`config.mk`:
```
export PLATFORM = sky130hd
export DESIGN_NAME = rz_ctrl
export DESIGN_NICKNAME = d
export VERILOG_FILES = /design/src/hw/rtl/rz_pkg.sv /design/src/hw/rtl/rz_ctrl.sv
export SDC_FILE = /design/constraint.sdc
export NUM_CORES = 1
export LEC_CHECK = 0
export BUFFER_PORTS_ARGS = -buffer_cell sky130_fd_sc_hd__buf_2
export CORE_AREA = 2 2 59 61
export DETAILED_ROUTE_END_ITERATION = 16
export DIE_AREA = 0 0 61 63
export HOLD_SLACK_MARGIN = 0.08
export SLEW_MARGIN = 10
export SYNTH_ARGS = -nofsm -noshare
export SYNTH_HDL_FRONTEND = slang
export SYNTH_SLANG_ARGS = --single-unit
```
`constraint.sdc`:
```
create_clock -name clk -period 2.01 [get_ports clk]
set_clock_uncertainty 0.2 [all_clocks]
set_input_delay 0.402 -clock clk [delete_from_list [all_inputs] [get_ports clk]]
set_output_delay 0.402 -clock clk [all_outputs]
set_load 0.02 [all_outputs]
```
`src/hw/rtl/rz_pkg.sv`:
```
`timescale 1ns / 1ps
// Shared types and constants for the rolling z-score block.
package rz_pkg;

    localparam int SAMPLE_BITS = 24;
    localparam int OUT_BITS    = 24;
    localparam int WIN_BITS    = 7;
    localparam logic [WIN_BITS-1:0] WIN_RESET = 7'd20;

    // Accumulator and arithmetic widths, sized for the largest window the register can hold.
    localparam int SUM_BITS  = SAMPLE_BITS + WIN_BITS;
    localparam int SQ_BITS   = 2 * SAMPLE_BITS;
    localparam int QSUM_BITS = SQ_BITS + WIN_BITS - 1;
    localparam int V_BITS    = QSUM_BITS + WIN_BITS;
    localparam int D_BITS    = SUM_BITS + 1;
    localparam int DSQ_BITS  = 2 * (D_BITS - 1);
    localparam int A_BITS    = V_BITS + WIN_BITS;
    localparam int FRAC_SHIFT = 34;
    localparam int B_BITS    = DSQ_BITS + WIN_BITS + FRAC_SHIFT;
    localparam int QUO_BITS  = 51;
    localparam int DV_BITS   = A_BITS + QUO_BITS;
    localparam int ONE_TOP   = 2 * ((QUO_BITS - 1) / 2);
    localparam int ROOT_STEPS = ONE_TOP / 2 + 1;
    localparam int CNT_BITS  = WIN_BITS;

    typedef struct packed {
        logic signed [SAMPLE_BITS-1:0] sample;
        logic                          restart;
    } in_item_t;

    typedef struct packed {
        logic signed [OUT_BITS-1:0] zscore;
        logic                       warm;
        logic                       flat;
        logic                       saturated;
    } out_item_t;

    typedef enum logic [3:0] {
        OP_NONE,
        OP_MUL1,
        OP_MUL2,
        OP_MUL3,
        OP_MUL4,
        OP_DIV_INIT,
        OP_DIV_STEP,
        OP_SQRT_INIT,
        OP_SQRT_STEP,
        OP_FINISH
    } dp_op_t;

    typedef struct packed {
        logic   take;
        logic   rd;
        dp_op_t op;
    } cmd_t;

    typedef struct packed {
        logic                warm;
        logic                flat;
        logic                out_free;
        logic [WIN_BITS-1:0] win;
    } sts_t;

endpackage

```
`src/hw/rtl/rz_ctrl.sv`:
```
`timescale 1ns / 1ps
// Sequencing state machine for the rolling z-score block.
module rz_ctrl (
    input  logic         clk,
    input  logic         rst_n,
    input  logic         sample_valid,
    output logic         sample_ready,
    input  rz_pkg::sts_t sts,
    output rz_pkg::cmd_t cmd
);
    import rz_pkg::*;

    typedef enum logic [3:0] {
        S_IDLE,
        S_CHECK,
        S_READ,
        S_DRAIN,
        S_MUL1,
        S_MUL2,
        S_MUL3,
        S_MUL4,
        S_DIV_INIT,
        S_DIV,
        S_SQRT_INIT,
        S_SQRT,
        S_FIN
    } state_t;

    state_t              state_reg;
    logic [CNT_BITS-1:0] cnt_reg;

    assign sample_ready = (state_reg == S_IDLE);

    always_comb
    begin
        cmd.take = sample_valid && (state_reg == S_IDLE);
        cmd.rd   = (state_reg == S_READ);
        unique case (state_reg)
            S_MUL1:      cmd.op = OP_MUL1;
            S_MUL2:      cmd.op = OP_MUL2;
            S_MUL3:      cmd.op = OP_MUL3;
            S_MUL4:      cmd.op = OP_MUL4;
            S_DIV_INIT:  cmd.op = OP_DIV_INIT;
            S_DIV:       cmd.op = OP_DIV_STEP;
            S_SQRT_INIT: cmd.op = OP_SQRT_INIT;
            S_SQRT:      cmd.op = OP_SQRT_STEP;
            S_FIN:       cmd.op = sts.out_free ? OP_FINISH : OP_NONE;
            default:     cmd.op = OP_NONE;
        endcase
    end

    always_ff @(posedge clk or negedge rst_n)
    begin
        if (!rst_n)
        begin
            state_reg <= S_IDLE;
            cnt_reg   <= '0;
        end
        else
        begin
            unique case (state_reg)
                S_IDLE:
                begin
                    if (sample_valid)
                        state_reg <= S_CHECK;
                end
                S_CHECK:
                begin
                    if (sts.warm)
                    begin
                        cnt_reg   <= CNT_BITS'(sts.win - WIN_BITS'(1));
                        state_reg <= S_READ;
                    end
                    else
                        state_reg <= S_FIN;
                end
                S_READ:
                begin
                    if (cnt_reg == '0)
                    begin
                        cnt_reg   <= CNT_BITS'(1);
                        state_reg <= S_DRAIN;
                    end
                    else
                        cnt_reg <= cnt_reg - CNT_BITS'(1);
                end
                S_DRAIN:
                begin
                    if (cnt_reg == '0)
                        state_reg <= S_MUL1;
                    else
                        cnt_reg <= cnt_reg - CNT_BITS'(1);
                end
                S_MUL1: state_reg <= S_MUL2;
                S_MUL2: state_reg <= S_MUL3;
                S_MUL3: state_reg <= S_MUL4;
                S_MUL4:
                begin
                    if (sts.flat)
                        state_reg <= S_FIN;
                    else
                        state_reg <= S_DIV_INIT;
                end
                S_DIV_INIT:
                begin
                    cnt_reg   <= CNT_BITS'(QUO_BITS - 1);
                    state_reg <= S_DIV;
                end
                S_DIV:
                begin
                    if (cnt_reg == '0)
                        state_reg <= S_SQRT_INIT;
                    else
                        cnt_reg <= cnt_reg - CNT_BITS'(1);
                end
                S_SQRT_INIT:
                begin
                    cnt_reg   <= CNT_BITS'(ROOT_STEPS - 1);
                    state_reg <= S_SQRT;
                end
                S_SQRT:
                begin
                    if (cnt_reg == '0)
                        state_reg <= S_FIN;
                    else
                        cnt_reg <= cnt_reg - CNT_BITS'(1);
                end
                S_FIN:
                begin
                    if (sts.out_free)
                        state_reg <= S_IDLE;
                end
                default: state_reg <= S_IDLE;
            endcase
        end
    end

endmodule

```
== Word level (Yosys, flattened, before mapping) ==
Index checks and enable logic that the tools add are counted.

* Reduce and logical (&&, ||, !) cells: 7
* Multiply operators: 0
* Order comparisons: 0
* Bitwise logic cells: 0
* Add/subtract/negate cells: 2
* Equal/unequal tests: 20
* Mux-type cells: 15
* Shift-type cells: 0
* Divide/modulo/power cells: 0

{| class="wikitable"
|+ Operators by type and width
! operator !! count
|-
| 4-bit one-hot mux with 13 select lines || 1
|-
| 4-bit one-hot mux with 9 select lines || 1
|-
| 7-bit one-hot mux with 5 select lines || 1
|-
| 4-bit two-way mux || 8
|-
| 7-bit two-way mux || 3
|-
| 4-bit == test (second input constant) || 5
|-
| 4-bit by 3-bit == test with 1-bit output (second input constant) || 4
|-
| 2-bit inequality test (second input constant) || 7
|-
| 7-bit by 1-bit subtractor with 7-bit output (second input constant) || 2
|-
| 4-bit by 2-bit == test with 1-bit output (second input constant) || 2
|-
| 7-bit logical NOT || 1
|-
| 6-bit AND reduction || 1
|-
| 5-bit nonzero test || 1
|-
| 4-bit by 1-bit == test with 1-bit output (second input constant) || 1
|-
| 4-bit logical NOT || 1
|-
| 3-bit two-way mux || 1
|-
| 3-bit AND reduction || 1
|-
| 3-bit OR reduction || 1
|-
| 2-bit by 1-bit inequality test with 1-bit output (second input constant) || 1
|-
| 1-bit logical AND || 1
|}

* ROM bits: 0
* Register bits after elaboration: 11
* Memory bits (writable): 0
* Output and inout bits: 7
* Memories: 0
* Logic and storage cells: 46
* Latch bits: 0
* Input bits: 13

== Longest topological paths before layout ==
* Depth after elaboration: 4
* Gate-level depth with buffers: 7
* Depth with buffers taken out: 7

== Least setup slack after synthesis ==
OpenSTA, ideal clock, no wires.

* Kind: flip-flop to output port
* From: register state_reg[0]
* To: output cmd[5] (netlist name)
* Data required time: 1408 ps
* Cell stages (with the launch flop): 5
* Path slack: -393 ps
* Arrival: 1801 ps
* Buffers on the path: 2
* Cell sequence: dfrtp_1 > buf_2 > buf_1 > nor4_1 > and2_1

{| class="wikitable"
|+ RTL lines
! what !! line !! source
|-
| start: declaration || rz_ctrl.sv:29 || <nowiki>state_t state_reg;</nowiki>
|-
| start signal: assignment || rz_ctrl.sv:56 || <nowiki>state_reg <= S_IDLE;</nowiki>
|-
| start signal: assignment || rz_ctrl.sv:65 || <nowiki>state_reg <= S_CHECK;</nowiki>
|-
| start signal: assignment || rz_ctrl.sv:72 || <nowiki>state_reg <= S_READ;</nowiki>
|-
| end: declaration || rz_ctrl.sv:9 || <nowiki>output rz_pkg::cmd_t cmd</nowiki>
|}

==> key figures <==
Global routing
  – Number of global-route vias before repair: 1,188
  – Largest net degree at the start of global routing: 16
  – First-pass GRT wire length: 5220 um
  – Gr ovfl total: 0
  – Initial antenna violation count: 0
  – Tot GR Track Use: 17.6%

Clock tree
  – Max H-tree Level: 1
  – Max clock buf depth: 2
  – Clock buffers created by TritonCTS: 3
  – CTS clk-pin slew, worst paths: 0.09 ns
  – CTS tree: done
  – Worst-skew pair later-pin latency: 0.29 ns
  – Root buf cell: clkbuf_4
  – Sink Count: 11

Floorplanning
  – Die X: 61 um
  – I/O Pins: 20
  – Row cnt: 21
  – Core area: 3230 sq um
  – Die Y: 63 um
  – Initial Util: 32.9%
  – Die footprint: 3840 sq um

STA
  – RSZ-0062 raised after global routing: yes
  – Highest clock rate: 485 MHz
  – Slew Limit Fails: 0
  – Post-route setup slack: -0.0526 ns
  – Period utilization: 103%
  – Final hold slack: 0.267 ns
  – Final Hold Vio Count: 0
  – Tmin final: 2.06 ns
  – Final number of setup-violating endpoints: 4
  – Worst Tran Pin Value: 0.415 ns
  – Worst rel slew slack: 72.1%

Critical path
  – Crit path required time: 1.41 ns
  – Crit. End Element: output port
  – CP Max Fanout: 4
  – CP Launch Type: flip-flop
  – CP Data Arrival Time: 1.46 ns
  – Crit path kind: flip-flop to output port

Final layout
  – Reg area: 278 sq um
  – Share of cells above drive strength 1: 40.7%
  – Final non-filler cell area: 1540 sq um
  – Fillers: 317
  – Multi-input logic area: 802 sq um
  – Nets: 194
  – Post-route insts no fill: 223
  – Diode count: 0
  – Largest register FFs: 7
  – P&R area growth vs syn: 45.2%

Power
  – Total power: 2470 uW
  – VDD IR max: 1.01 mV
  – Power Density: 1600 nW/um^2
  – Leakage: 0.000673 uW

Synth
  – Post-synth ARST share: 100%
  – Netlist cell types: 44
  – Post-synthesis net count: 152
  – Sequential fraction of the synthesis area: 25.9%
  – Most frequent cell after synthesis: nor2_1
  – Post-Syn Area: 1060 sq um
  – Ys Warns: 0
  – Synth top area cells: dfrtp_1 (26%), o21ai_0 (6.1%), nor2_1 (5.3%)
  – Seq cells post-synth: 11
  – Number of flops mapped to enable cells by yosys: 0
  – Top cell type's share of synthesized area: 25.9%
  – Post-synth top cells: nor2_1 (15), o21ai_0 (13), dfrtp_1 (11)
  – Syn Area/Cell: 7.82 sq um
  – Top cell type by total area after synthesis: dfrtp_1
  – Syn Inst Count: 136
  – Leading register cell type out of synthesis: dfrtp_1

Drt
  – # DRC: 0
  – Drt wl/cell: 14.2 um
  – Vias per cell: 5.31
  – Remaining antenna violation count: 0
  – Total number of vias: 1,185
  – Total detailed-routing wirelength: 3160 um
  – 1st-iter DRT viols: 52
  – 1st-pass router iterations: 4

Place
  – Dpl cells: 208
  – Number of I/O port buffers: 19
  – Final GP Congestion: 0.857
  – Area of placed instances: 1310 sq um
  – DP HPWL: 2250 um

Outcome
  – Outcome: complete, but fails checks
  – Failing checks: setup timing

Run
  – Max Cap Viol: 0

Hold path
  – Tightest Hold Check Type: input port to flip-flop
layer usage:
layer / vias to the layer above / track usage, % / wire [um]
li1: 587 / - / -
met1: 548 / 20.8 / 1280
met2: 39 / 29.6 / 1620
met3: 11 / 4.35 / 156
met4: 0 / 7.07 / 102
met5: - / 0 / 0
logic make-up (layout without fill, tap and decap cells):
kind of cell / after synthesis / after routing / share of synthesized area [%]
buffers and inverters: 17 / 58 / 7.18
AOI/OAI and AO/OA: 50 / 50 / 33.6
and+or+nand+nor: 50 / 50 / 25.6
xor gates and xnor gates: 5 / 5 / 4.12
adders and majority gates: 3 / 3 / 3.53
DFF: 11 / 11 / 25.9
power breakdown:
part           switching, uW  internal [uW]
combinational            940            917
sequential               106            335
clock                   89.0           77.1
critical path: stages (launching register included):
cell and delay, ns:
dfrtp_1 0.44, buf_6 0.15, nor4_4 0.29, and2_4 0.18
buf_6 0.11
area by class of cell:
cell class | instances | share of cell area (%)
Timing Repair Buffer | 47 | 22.9
Tap cell | 46 | 3.73
Multi-Input combinational cell | 108 | 51.9
Clock buffer | 4 | 1.70
Inverter | 7 | 1.70
Sequential cell | 11 | 18.0
worst paths after layout:
kind                       depth (start not counted)                     start                       end  slack [ns]
max                                                4  state_reg[1]$_DFFE_PN0P_                    cmd[5]       -0.05
min                                                3                    sts[7]  state_reg[2]$_DFFE_PN0P_        0.27
max reg2reg                                        6  state_reg[3]$_DFFE_PN0P_    cnt_reg[6]$_DFFE_PN0P_       -0.01
min reg2reg                                        1    cnt_reg[6]$_DFFE_PN0P_    cnt_reg[6]$_DFFE_PN0P_        0.36
max in group asynchronous                          2                     rst_n    cnt_reg[6]$_DFFE_PN0P_        1.07
min in group asynchronous                          2                     rst_n    cnt_reg[1]$_DFFE_PN0P_        0.31
stage by stage:
stage / util [%] / setup TNS (ns) / setup WS, ns
floorplan: - / -0.0788 / -0.0635
global placement: 40.7 / 0 / 0.0653
detailed placement: 40.7 / 0 / 0.0168
CTS: 45.3 / -0.0893 / -0.0604
global route: 47.8 / -0.526 / -0.118
finish: 47.8 / -0.0979 / -0.0526
cell usage in the layout (no fill, tap or decap), types with 3 or more instances in the layout:
cell / synthesis / final
a21oi_1: 10 / 10
a22o_1: 5 / 5
buf_2: 4 / 14
buf_4: 0 / 23
buf_6: 1 / 9
clkbuf_4: 0 / 3
dfrtp_1: 11 / 9
ha_1: 3 / 3
inv_1: 7 / 7
nand2_1: 5 / 4
nand2b_4: 0 / 3
nor2_1: 15 / 14
nor3_1: 5 / 3
nor3_2: 1 / 3
o21ai_0: 13 / 10
o21ai_1: 1 / 3
o21ai_2: 3 / 3
o22ai_1: 3 / 3
timing repair:
action                                 in CTS  in global routing
setup buffers                               7                  3
gates resized for setup                    21                 12
endpoints found under the hold margin      11                  0
hold buffers                                1                  0
setup endpoints to repair                   8                 12
pin swaps                                   4                  6
(Power assumes the default switching activity.)
